--- config.mk ---
export PLATFORM = sky130hd
export DESIGN_NAME = form_query_decoder
export DESIGN_NICKNAME = d
export VERILOG_FILES = /design/src/rtl/core/fqd_pkg.sv /design/src/rtl/core/fqd_cfg.sv /design/src/rtl/core/fqd_step.sv /design/src/rtl/core/fqd_outbuf.sv /design/src/rtl/core/form_query_decoder.sv
export SDC_FILE = /design/constraint.sdc
export NUM_CORES = 1
export LEC_CHECK = 0
export ABC_CLOCK_PERIOD_IN_PS = 12900
export BUFFER_PORTS_ARGS = -buffer_cell sky130_fd_sc_hd__buf_4
export CAP_MARGIN = 10
export CORE_UTILIZATION = 37
export DETAILED_ROUTE_END_ITERATION = 10
export MAX_ROUTING_LAYER = met4
export PLACE_DENSITY = 0.6
export SYNTH_ARGS = -nofsm -noshare
export SYNTH_HDL_FRONTEND = slang
export SYNTH_HIERARCHICAL = 1
export SYNTH_SLANG_ARGS = --single-unit
--- constraint.sdc ---
create_clock -name i_clk -period 12.9 [get_ports i_clk]
set_clock_uncertainty 0.2 [all_clocks]
set_input_delay 0.645 -clock i_clk [delete_from_list [all_inputs] [get_ports i_clk]]
set_output_delay 0.645 -clock i_clk [all_outputs]
set_load 0.05 [all_outputs]
--- src/rtl/core/fqd_pkg.sv ---
package fqd_pkg;

    localparam int unsigned ByteW  = 8;
    localparam int unsigned CountW = 10;
    localparam int unsigned AddrW  = 2;
    localparam int unsigned DataW  = 32;

    localparam logic [ByteW-1:0]  ChAmp   = 8'h26;
    localparam logic [ByteW-1:0]  ChEq    = 8'h3D;
    localparam logic [ByteW-1:0]  ChPct   = 8'h25;
    localparam logic [ByteW-1:0]  ChPlus  = 8'h2B;
    localparam logic [ByteW-1:0]  ChSpace = 8'h20;

    localparam logic [CountW-1:0] CountMax       = 10'h3FF;
    localparam logic [CountW-1:0] MaxLengthReset = 10'd900;

    localparam logic [AddrW-1:0]  RegMaxLength = 2'd0;

    typedef enum logic [2:0] {
        ESC_IDLE = 3'b001,
        ESC_HIGH = 3'b010,
        ESC_LOW  = 3'b100
    } t_esc_state;

    typedef struct packed {
        logic             data_valid;
        logic [ByteW-1:0] out_byte;
        logic             in_name;
        logic             pair_end;
        logic             query_done;
        logic             too_long;
    } t_result;

    function automatic logic [4:0] digit_value(input logic [ByteW-1:0] c);
        digit_value = {1'b0, c[3:0]} + (c[6] ? 5'd9 : 5'd0);
    endfunction

endpackage

--- src/rtl/core/fqd_cfg.sv ---
module fqd_cfg (
    input  logic                        i_clk,
    input  logic                        i_rst_n,
    input  logic                        psel,
    input  logic                        penable,
    input  logic                        pwrite,
    input  logic [fqd_pkg::AddrW-1:0]   paddr,
    input  logic [fqd_pkg::DataW-1:0]   pwdata,
    output logic [fqd_pkg::DataW-1:0]   prdata,
    output logic                        pready,
    output logic [fqd_pkg::CountW-1:0]  o_max_length
);
    import fqd_pkg::*;

    logic [CountW-1:0] r_max_length;
    logic [CountW-1:0] n_max_length;
    logic              wr_hit;

    assign wr_hit = psel & penable & pwrite & (paddr == RegMaxLength);

    always_comb begin
        n_max_length = r_max_length;
        if (wr_hit) begin
            n_max_length = pwdata[CountW-1:0];
        end
    end

    always_ff @(posedge i_clk) begin
        if (!i_rst_n) begin
            r_max_length <= MaxLengthReset;
        end else begin
            r_max_length <= n_max_length;
        end
    end

    always_comb begin
        prdata = '0;
        if (paddr == RegMaxLength) begin
            prdata = {{(DataW-CountW){1'b0}}, r_max_length};
        end
    end

    assign pready       = 1'b1;
    assign o_max_length = r_max_length;

endmodule

--- src/rtl/core/fqd_step.sv ---
module fqd_step (
    input  logic                        i_clk,
    input  logic                        i_rst_n,
    input  logic                        i_accept,
    input  logic [fqd_pkg::ByteW-1:0]   i_in_byte,
    input  logic                        i_query_end,
    input  logic [fqd_pkg::CountW-1:0]  i_max_length,
    output logic                        o_push,
    output fqd_pkg::t_result            o_result
);
    import fqd_pkg::*;

    t_esc_state        r_esc,   n_esc;
    logic [3:0]        r_high,  n_high;
    logic              r_name,  n_name;
    logic [CountW-1:0] r_count, n_count;
    logic              r_ovf,   n_ovf;

    logic [CountW:0]   count_inc;
    logic              ovf;
    logic [CountW-1:0] count_sat;
    logic              is_amp;
    logic [ByteW-1:0]  c;
    logic [4:0]        dig;
    logic              dec;
    logic [ByteW-1:0]  ch;
    logic              have;
    logic              pend;
    logic              name_end;

    assign count_inc = {1'b0, r_count} + {{CountW{1'b0}}, 1'b1};
    assign ovf       = r_ovf | (count_inc > {1'b0, i_max_length});
    assign count_sat = count_inc[CountW] ? CountMax : count_inc[CountW-1:0];
    assign is_amp    = (i_in_byte == ChAmp);
    assign c         = (i_in_byte == ChPlus) ? ChSpace : i_in_byte;
    assign dig       = digit_value(c);

    always_comb begin
        n_esc = r_esc;
        n_high = r_high;
        dec = 1'b0;
        ch = c;
        if (is_amp) begin
            n_esc = ESC_IDLE;
            n_high = '0;
        end else begin
            case (r_esc)
                ESC_HIGH: begin
                    n_high = dig[3:0];
                    n_esc = ESC_LOW;
                end
                ESC_LOW: begin
                    ch = {r_high, 4'b0000} | {3'b000, dig};
                    n_esc = ESC_IDLE;
                    n_high = '0;
                    dec = 1'b1;
                end
                default: begin
                    if (c == ChPct) begin
                        n_esc = ESC_HIGH;
                    end else begin
                        dec = 1'b1;
                    end
                end
            endcase
        end
        if (i_query_end) begin
            n_esc  = ESC_IDLE;
            n_high = '0;
        end
    end

    assign name_end = dec & r_name & (ch == ChEq);
    assign have     = dec & ~name_end & ~ovf;
    assign pend     = is_amp & ~ovf;

    always_comb begin
        n_name  = r_name;
        n_count = count_sat;
        n_ovf   = ovf;
        if (is_amp) begin
            n_name = 1'b1;
        end else if (name_end) begin
            n_name = 1'b0;
        end
        if (i_query_end) begin
            n_name  = 1'b1;
            n_count = '0;
            n_ovf   = 1'b0;
        end
    end

    always_ff @(posedge i_clk) begin
        if (!i_rst_n) begin
            r_esc   <= ESC_IDLE;
            r_high  <= '0;
            r_name  <= 1'b1;
            r_count <= '0;
            r_ovf   <= 1'b0;
        end else if (i_accept) begin
            r_esc   <= n_esc;
            r_high  <= n_high;
            r_name  <= n_name;
            r_count <= n_count;
            r_ovf   <= n_ovf;
        end
    end

    assign o_push              = i_accept & (i_query_end | have | pend);
    assign o_result.data_valid = have;
    assign o_result.out_byte   = have ? ch : '0;
    assign o_result.in_name    = have & r_name;
    assign o_result.pair_end   = i_query_end | pend;
    assign o_result.query_done = i_query_end;
    assign o_result.too_long   = i_query_end & ovf;

    a_blank_fields: assert property (@(posedge i_clk) disable iff (!i_rst_n)
        o_push && !o_result.data_valid |-> o_result.out_byte == '0 && !o_result.in_name)
        else $error("fields not cleared without data");

    a_done_closes: assert property (@(posedge i_clk) disable iff (!i_rst_n)
        o_push && o_result.query_done |-> o_result.pair_end)
        else $error("query end without pair end");

    a_end_clears: assert property (@(posedge i_clk) disable iff (!i_rst_n)
        i_accept && i_query_end |=> r_count == '0 && !r_ovf && r_esc == ESC_IDLE)
        else $error("query state not cleared at query end");

endmodule

--- src/rtl/core/fqd_outbuf.sv ---
module fqd_outbuf (
    input  logic              i_clk,
    input  logic              i_rst_n,
    input  logic              i_push,
    input  fqd_pkg::t_result  i_result,
    output logic              o_full,
    output logic              o_valid,
    input  logic              i_stall,
    output fqd_pkg::t_result  o_result
);
    import fqd_pkg::*;

    logic    r_out_valid, n_out_valid;
    logic    r_skid_valid, n_skid_valid;
    t_result r_out, n_out;
    t_result r_skid, n_skid;
    logic    take;

    assign take = r_out_valid & ~i_stall;

    always_comb begin
        n_out_valid  = r_out_valid;
        n_skid_valid = r_skid_valid;
        n_out        = r_out;
        n_skid       = r_skid;
        if (r_skid_valid) begin
            if (take) begin
                n_out        = r_skid;
                n_skid_valid = 1'b0;
            end
        end else if (i_push) begin
            if (!r_out_valid || take) begin
                n_out       = i_result;
                n_out_valid = 1'b1;
            end else begin
                n_skid       = i_result;
                n_skid_valid = 1'b1;
            end
        end else if (take) begin
            n_out_valid = 1'b0;
        end
    end

    always_ff @(posedge i_clk) begin
        if (!i_rst_n) begin
            r_out_valid  <= 1'b0;
            r_skid_valid <= 1'b0;
        end else begin
            r_out_valid  <= n_out_valid;
            r_skid_valid <= n_skid_valid;
        end
    end

    always_ff @(posedge i_clk) begin
        r_out  <= n_out;
        r_skid <= n_skid;
    end

    assign o_full   = r_skid_valid;
    assign o_valid  = r_out_valid;
    assign o_result = r_out;

    a_skid_behind_out: assert property (@(posedge i_clk) disable iff (!i_rst_n)
        r_skid_valid |-> r_out_valid)
        else $error("skid entry without output entry");

    a_no_push_full: assert property (@(posedge i_clk) disable iff (!i_rst_n)
        r_skid_valid |-> !i_push)
        else $error("transaction pushed into full buffer");

    a_skid_drains: assert property (@(posedge i_clk) disable iff (!i_rst_n)
        r_skid_valid && take |=> r_out_valid && !r_skid_valid && r_out == $past(r_skid))
        else $error("skid entry lost");

endmodule

--- src/rtl/core/form_query_decoder.sv ---
// A result is registered in the output register, or in the skid entry if held.
// Throughput: one byte per cycle; the input stalls only while the two-entry
// output buffer is full, i.e. from the cycle after a waiting result was stalled
// while another result arrived, until the output takes one.
// Reset (synchronous, active low): max_length returns to 900, the escape,
// byte count and overflow state clear, the name flag sets, and the output buffer empties.
module form_query_decoder (
    input  logic                        i_clk,
    input  logic                        i_rst_n,
    input  logic                        psel,
    input  logic                        penable,
    input  logic                        pwrite,
    input  logic [fqd_pkg::AddrW-1:0]   paddr,
    input  logic [fqd_pkg::DataW-1:0]   pwdata,
    output logic [fqd_pkg::DataW-1:0]   prdata,
    output logic                        pready,
    input  logic                        i_valid,
    output logic                        o_stall,
    input  logic [fqd_pkg::ByteW-1:0]   i_in_byte,
    input  logic                        i_query_end,
    output logic                        o_valid,
    input  logic                        i_stall,
    output logic                        o_data_valid,
    output logic [fqd_pkg::ByteW-1:0]   o_out_byte,
    output logic                        o_in_name,
    output logic                        o_pair_end,
    output logic                        o_query_done,
    output logic                        o_too_long
);
    import fqd_pkg::*;

    logic [CountW-1:0] max_length;
    logic              accept;
    logic              push;
    logic              full;
    t_result           step_result;
    t_result           out_result;

    fqd_cfg u_cfg (
        .i_clk        (i_clk),
        .i_rst_n      (i_rst_n),
        .psel         (psel),
        .penable      (penable),
        .pwrite       (pwrite),
        .paddr        (paddr),
        .pwdata       (pwdata),
        .prdata       (prdata),
        .pready       (pready),
        .o_max_length (max_length)
    );

    assign o_stall = full;
    assign accept  = i_valid & ~full;

    fqd_step u_step (
        .i_clk        (i_clk),
        .i_rst_n      (i_rst_n),
        .i_accept     (accept),
        .i_in_byte    (i_in_byte),
        .i_query_end  (i_query_end),
        .i_max_length (max_length),
        .o_push       (push),
        .o_result     (step_result)
    );

    fqd_outbuf u_outbuf (
        .i_clk    (i_clk),
        .i_rst_n  (i_rst_n),
        .i_push   (push),
        .i_result (step_result),
        .o_full   (full),
        .o_valid  (o_valid),
        .i_stall  (i_stall),
        .o_result (out_result)
    );

    assign o_data_valid = out_result.data_valid;
    assign o_out_byte   = out_result.out_byte;
    assign o_in_name    = out_result.in_name;
    assign o_pair_end   = out_result.pair_end;
    assign o_query_done = out_result.query_done;
    assign o_too_long   = out_result.too_long;

endmodule
==> results of run 1 <==
[flip-flops by register name, indices dropped and copies added, names as in the netlist]
register            count
u_step/r_count         10
u_step/r_esc            3
u_outbuf/r_skid        13
u_cfg/o_max_length     10
u_step/r_ovf            1
u_step/r_high           4
u_step/r_name           1
u_outbuf/o_result      13
u_outbuf/o_valid        1
u_outbuf/o_full         1
[final cells by class]
cell class              instances  area [sq um]  share of cell area, %
inverters                      19          71.3                   1.72
well taps                     129           161                   3.88
multi-input cells             274          1890                   45.4
clock buffers                   9           124                   2.98
flip-flops and latches         57          1400                   33.7
clock inverters                 7           119                   2.86
repair buffers                 52           390                   9.39
[logic make-up (layout without fill, tap and decap cells)]
kind of cell	Yosys count	in the layout	synth area share (%)
compound gates	67	67	12.6
xor+xnor	12	12	2.93
fa+ha+maj	12	12	4.18
buf+inv	63	87	10.6
flops	57	57	39.0
mux	25	25	8.19
other cells	2	23	0.209
simple gates	135	135	22.3
[worst max-delay path, delay by kind of cell]
kind	cells	cell delay, ps
AOI/OAI and AO/OA	3	1830
and+or+nand+nor	6	1830
adders and majority gates	1	270
buffers and inverters	1	120
[worst min path at each step]
stage	start	cells past startpoint	endpoint	slack, ps
2_1_floorplan	u_step/r_high[0]	2	u_step/r_high[0]	230
3_3_place_gp	u_step/r_high[0]	2	u_step/r_high[0]	240
3_5_place_dp	u_step/r_high[0]	2	u_step/r_high[0]	250
4_1_cts	u_step/r_high[0]	2	u_step/r_high[0]	260
5_1_grt	u_cfg/o_max_length[6]	2	u_cfg/o_max_length[6]	290
6_report	u_step/r_high[0]	2	u_step/r_high[0]	260
[routing by layer]
metal	GRT usage (%)	vias up	part of all wire, %
met5	-	-	0
met1	20.6	1296	49
met3	2.64	8	3.5
met4	6.80	0	1.3
met2	24.4	70	46
li1	-	1383	-
[where the power goes]
part,leakage [nW],total (mW),switching (mW),internal [mW]
clock network,0.115,0.204,0.0763,0.128
registers,0.486,0.204,0.00488,0.199
logic,1.08,0.0892,0.0622,0.0270
[per-stage QoR]
stage                     worst slack, ps  cells
after detailed placement             7560    531
after global routing                 7750    547
after global placement               7660    531
after floorplan                      8310    394
after CTS                            7930    547
final                                7940    547
[placed cells by master (no fill, tap or decap), types with 12 or more instances in the layout]
cell and count:
a21oi_1 19, buf_4 52, conb_1 23, dfxtp_1 31
edfxtp_1 26, ha_1 12, inv_1 18, nand2_1 33
nor2_1 14, nor3_1 16
==> results.py, run 1 <==
metrics = {
    "floorplanning": {
        "die_area_sq_um": 10100,
        "core_sq_um": 9330,
        "die_h_um": 101,
        "ioPinCount": 98,
        "row_count": 35,
        "initial_core_util_pct": 38.5,
        "die_x_um": 101,
    },
    "worst_setup_path": {
        "cp.required_ps": 12650,
        "r2r_slack_ps": 8230,
        "reg2reg_depth": 12,
        "critical_path_class": "input pin to flop",
        "cp-startpoint": "i_in_byte[4]",
        "endpoint_kind": "flop",
        "r2r-end": "u_outbuf/o_result[9]",
        "crit_fanout": 13,
        "worstReg2RegStart": "u_step/r_count[0]",
        "arrival_ps": 4700,
        "path_cells": "buf_4, or4b_4, or4_4, and2_2, ha_1, and3_1, a211oi_1, nor4_2, o311ai_2, nand2b_1, a21boi_1",
        "startpoint_type": "input pin",
        "slowest_delay_ps": 890,
        "crit_end": "u_outbuf/o_result[9]",
        "cp_slowest_cell": "a21boi_1",
    },
    "synthesis": {
        "yosysSeqAreaShare_pct": 39.0,
        "synthTopCellsByArea": "edfxtp_1 (22%), dfxtp_1 (17%), buf_4 (5.4%), ha_1 (4.2%), nand2_1 (3.5%)",
        "netlist_instances": 373,
        "synth_cell_type_count": 65,
        "synth_top_area_share_pct": 21.7,
        "ys.flop_type": "dfxtp_1",
        "ys_async_sr_fraction_pct": 0,
        "synth-seq-cells": 57,
        "synth_commonest_cells": "nand2_1 (33), dfxtp_1 (31), buf_4 (26), edfxtp_1 (26), a21oi_1 (19)",
        "synth_edf_count": 26,
        "syn_area_sq_um": 3590,
        "synth.most_common_cell": "nand2_1",
        "yosys_warnings": 6,
        "synth_top_cell_by_area": "edfxtp_1",
        "synth_area_per_cell_sq_um": 9.62,
    },
    "finish": {
        "final_cell_area_sq_um": 4160,
        "syn2layout_area_growth_pct": 15.8,
        "drive_above_1_share_pct": 23.0,
        "fill_cells": 915,
        "fin_nets": 475,
        "final_util_pct": 44.5,
        "antenna_cells": 0,
    },
    "grt": {
        "grt_usage_pct": 15.8,
        "grt_pass1_wl_um": 12200,
        "grt_start_max_net_pins": 32,
        "grt_pass1_vias": 2565,
        "antenna_found_initial": 0,
        "grt.overflow.total": 0,
    },
    "sta": {
        "min_period_ps": 4960,
        "grt_setup_unrepaired": "false",
        "maxSlewHeadroom_pct": 22.2,
        "setup_viol": 0,
        "hold_viol_final": 0,
        "holdWs_ps": 261,
        "clock.fmax_mhz": 202,
        "final.setup.tns_ps": 0,
        "tightestPinTransition_ps": 1170,
        "min_period_over_period_pct": 38.4,
        "drv_slew": 0,
    },
    "power": {
        "ir_worst_vdd_uv": 55.8,
        "p_leak_nw": 1.68,
        "power.total_mw": 0.497,
        "power.density_nw_per_um2": 120,
    },
    "routing": {
        "vias": 2757,
        "wl_um": 7290,
        "avgRoutedWirePerCell_um": 13.3,
        "routed_via_density": 5.04,
        "first_pass_iters": 4,
        "final_antenna_net_count": 0,
        "drtIter0Drc": 132,
        "drc": 0,
    },
    "run_status": {
        "outcome": "finished, final reports clean",
    },
    "placed_design": {
        "dp_hpwl_um": 5340,
        "place.gp.congestion": 0.911,
        "io_buffers": 52,
        "placed_area_sq_um": 3910,
    },
    "clock_tree": {
        "cts_tree": "built",
        "cts_root_buf": "clkbuf_8",
        "clk_pin_slew_ps": 70,
        "ctsResizeCount": 0,
        "clk_path_buf_depth": 2,
        "cts_buffers": 9,
        "ctsHoldBuffers": 0,
        "h-tree-depth": 3,
        "clk_latency_ps": 330,
        "cts_sinks": 57,
        "post_cts_buffers": 0,
    },
    "worst_hold_path": {
        "hold_path.class": "flop to flop",
    },
    "job": {
        "max_cap_viol_count": 0,
    },
}
Power figures use the tool's default switching activity.
==> run 2, diff against run 1 <==
Settings changed: ABC_CLOCK_PERIOD_IN_PS 12900 to 4059, PLACE_DENSITY 0.6 to 0.62.
Clock period 12.9 ns to 4.06 ns, I/O delays scaled along.
==> results.py, run 2 (synthesized netlist as in run 1, its figures left out) <==
metrics = {
    "clock_tree": {
        "cts_tree": "built",
        "clk_path_buf_depth": 2,
        "ctsResizeCount": 0,
        "h-tree-depth": 3,
        "cts_buffers": 9,
        "cts_sinks": 57,
        "post_cts_buffers": 0,
        "clk_latency_ps": 330,
        "cts_root_buf": "clkbuf_8",
        "clk_pin_slew_ps": 70,
    },
    "worst_hold_path": {
        "hold_path.class": "input pin to flop",
        "min_to": "u_cfg/o_max_length[6]",
        "min_path_cells": 3,
        "hp-start": "i_rst_n",
    },
    "placed_design": {
        "io_buffers": 52,
        "dp_hpwl_um": 5310,
        "place.gp.congestion": 0.844,
    },
    "worst_setup_path": {
        "worstReg2RegStart": "u_step/r_count[0]",
        "arrival_ps": 3630,
        "slowest_delay_ps": 400,
        "critical_path_class": "flop to flop",
        "crit_top_cell": "ha_1",
        "cp_slowest_cell": "dfxtp_1",
        "crit_fanout": 13,
        "reg2reg_depth": 14,
        "endpoint_kind": "flop",
        "r2r-end": "u_outbuf/o_result[8]",
        "r2r_slack_ps": 280,
        "cp.required_ps": 3910,
        "path_cells": "ha_1, and4_1, and2_1, xor2_1, ha_1, nand4_1, or3_1, a211oi_2, buf_4, o211ai_1, o311ai_2, nand2b_1, a21boi_2, buf_12",
        "startpoint_type": "flop",
    },
    "grt": {
        "antenna_found_initial": 0,
        "grt.overflow.total": 0,
        "grt_pass1_vias": 2761,
        "grt_start_max_net_pins": 32,
        "grt_pass1_wl_um": 12500,
        "grt_usage_pct": 16.1,
    },
    "sta": {
        "clock.fmax_mhz": 264,
        "drv_slew": 0,
        "setup_viol": 0,
        "hold_viol_final": 0,
        "final.setup.tns_ps": 0,
        "holdWs_ps": 34.6,
        "min_period_ps": 3780,
        "maxSlewHeadroom_pct": 39.1,
        "grt_setup_unrepaired": "false",
        "tightestPinTransition_ps": 913,
        "min_period_over_period_pct": 93.2,
    },
    "routing": {
        "wl_um": 7480,
        "avgRoutedWirePerCell_um": 13.1,
        "first_pass_iters": 4,
        "drc": 0,
        "final_antenna_net_count": 0,
        "routed_via_density": 5.04,
        "vias": 2889,
        "drtIter0Drc": 169,
    },
    "finish": {
        "mostFrequentLayoutCells": "buf_4 (60), nand2_1 (33), dfxtp_1 (31)",
        "layout_commonest_cell": "buf_4",
        "syn2layout_area_growth_pct": 22.2,
        "drive_above_1_share_pct": 23.9,
        "multi_input_area_sq_um": 1890,
        "fill_cells": 900,
        "fin_nets": 501,
        "seqCellArea_sq_um": 1400,
        "antenna_cells": 0,
    },
    "floorplanning": {
        "die_h_um": 101,
        "core_sq_um": 9330,
        "ioPinCount": 98,
        "die_x_um": 101,
        "row_count": 35,
        "die_area_sq_um": 10100,
        "initial_core_util_pct": 38.5,
    },
    "power": {
        "power.density_nw_per_um2": 348,
        "power.total_mw": 1.53,
        "p_leak_nw": 1.78,
        "ir_worst_vdd_uv": 153,
    },
    "run_status": {
        "outcome": "finished, final reports clean",
    },
    "job": {
        "max_cap_viol_count": 0,
    },
}
run 2: changes by cell type in the layout (fill, tap and decap cells not counted), moves of 2 or more:
cell / delta
buf_12: +2
clkinv_1: +2
buf_4: +8
dlygate4sd3_1: +16
run 2: metal layers:
metal  track usage [%]  wire length, um
met5                 -                0
met4              7.13              136
met3              2.91              321
met2              24.7             3470
met1              20.8             3550
run 2: final cells by class:
cell class	count	area share, %
Multi-Input combinational cell	274	43.2
Sequential cell	57	31.9
Timing Repair Buffer	78	14.8
Tap cell	129	3.68
Clock buffer	9	2.82
Clock inverter	7	1.94
Inverter	19	1.63
run 2: worst max-delay path, delay by kind of cell (launching register included):
family	cells	cell delay, ps
xor+xnor	1	90
flops	1	400
buf+inv	2	340
fa+ha+maj	2	560
simple gates	5	1210
compound gates	4	720
run 2: power breakdown:
part	internal [mW]	switching (mW)
combinational	0.106	0.202
sequential	0.631	0.0149
clock	0.339	0.233
run 2: repair_timing:
action / 4_1_cts / 5_1_grt
setup endpoints to repair: 0 / 1
hold buffers: 16 / 0
hold endpoints to repair: 13 / 0
run 2: stage by stage:
stage | util, % | worst slack (ps) | std cells | cell area (sq um)
2_1_floorplan | - | 109 | 394 | 3670
3_3_place_gp | 43.1 | 165 | 541 | 4020
3_5_place_dp | 43.1 | 135 | 541 | 4020
4_1_cts | 47.0 | 212 | 573 | 4390
5_1_grt | 47.0 | 25.6 | 573 | 4390
6_report | 47.0 | 276 | 573 | 4390
run 2: worst max path at each step:
stage / slack (ps) / depth (start not counted) / startpoint / to
after floorplan: 110 / 10 / i_in_byte[4] / u_outbuf/o_result[0]
after global placement: 170 / 12 / i_in_byte[4] / u_outbuf/o_result[7]
after detailed placement: 130 / 12 / i_in_byte[4] / u_outbuf/o_result[11]
after CTS: 210 / 13 / u_step/r_count[0] / u_outbuf/o_result[0]
after global routing: 30 / 14 / u_step/r_count[0] / u_outbuf/o_result[0]
final: 280 / 14 / u_step/r_count[0] / u_outbuf/o_result[8]
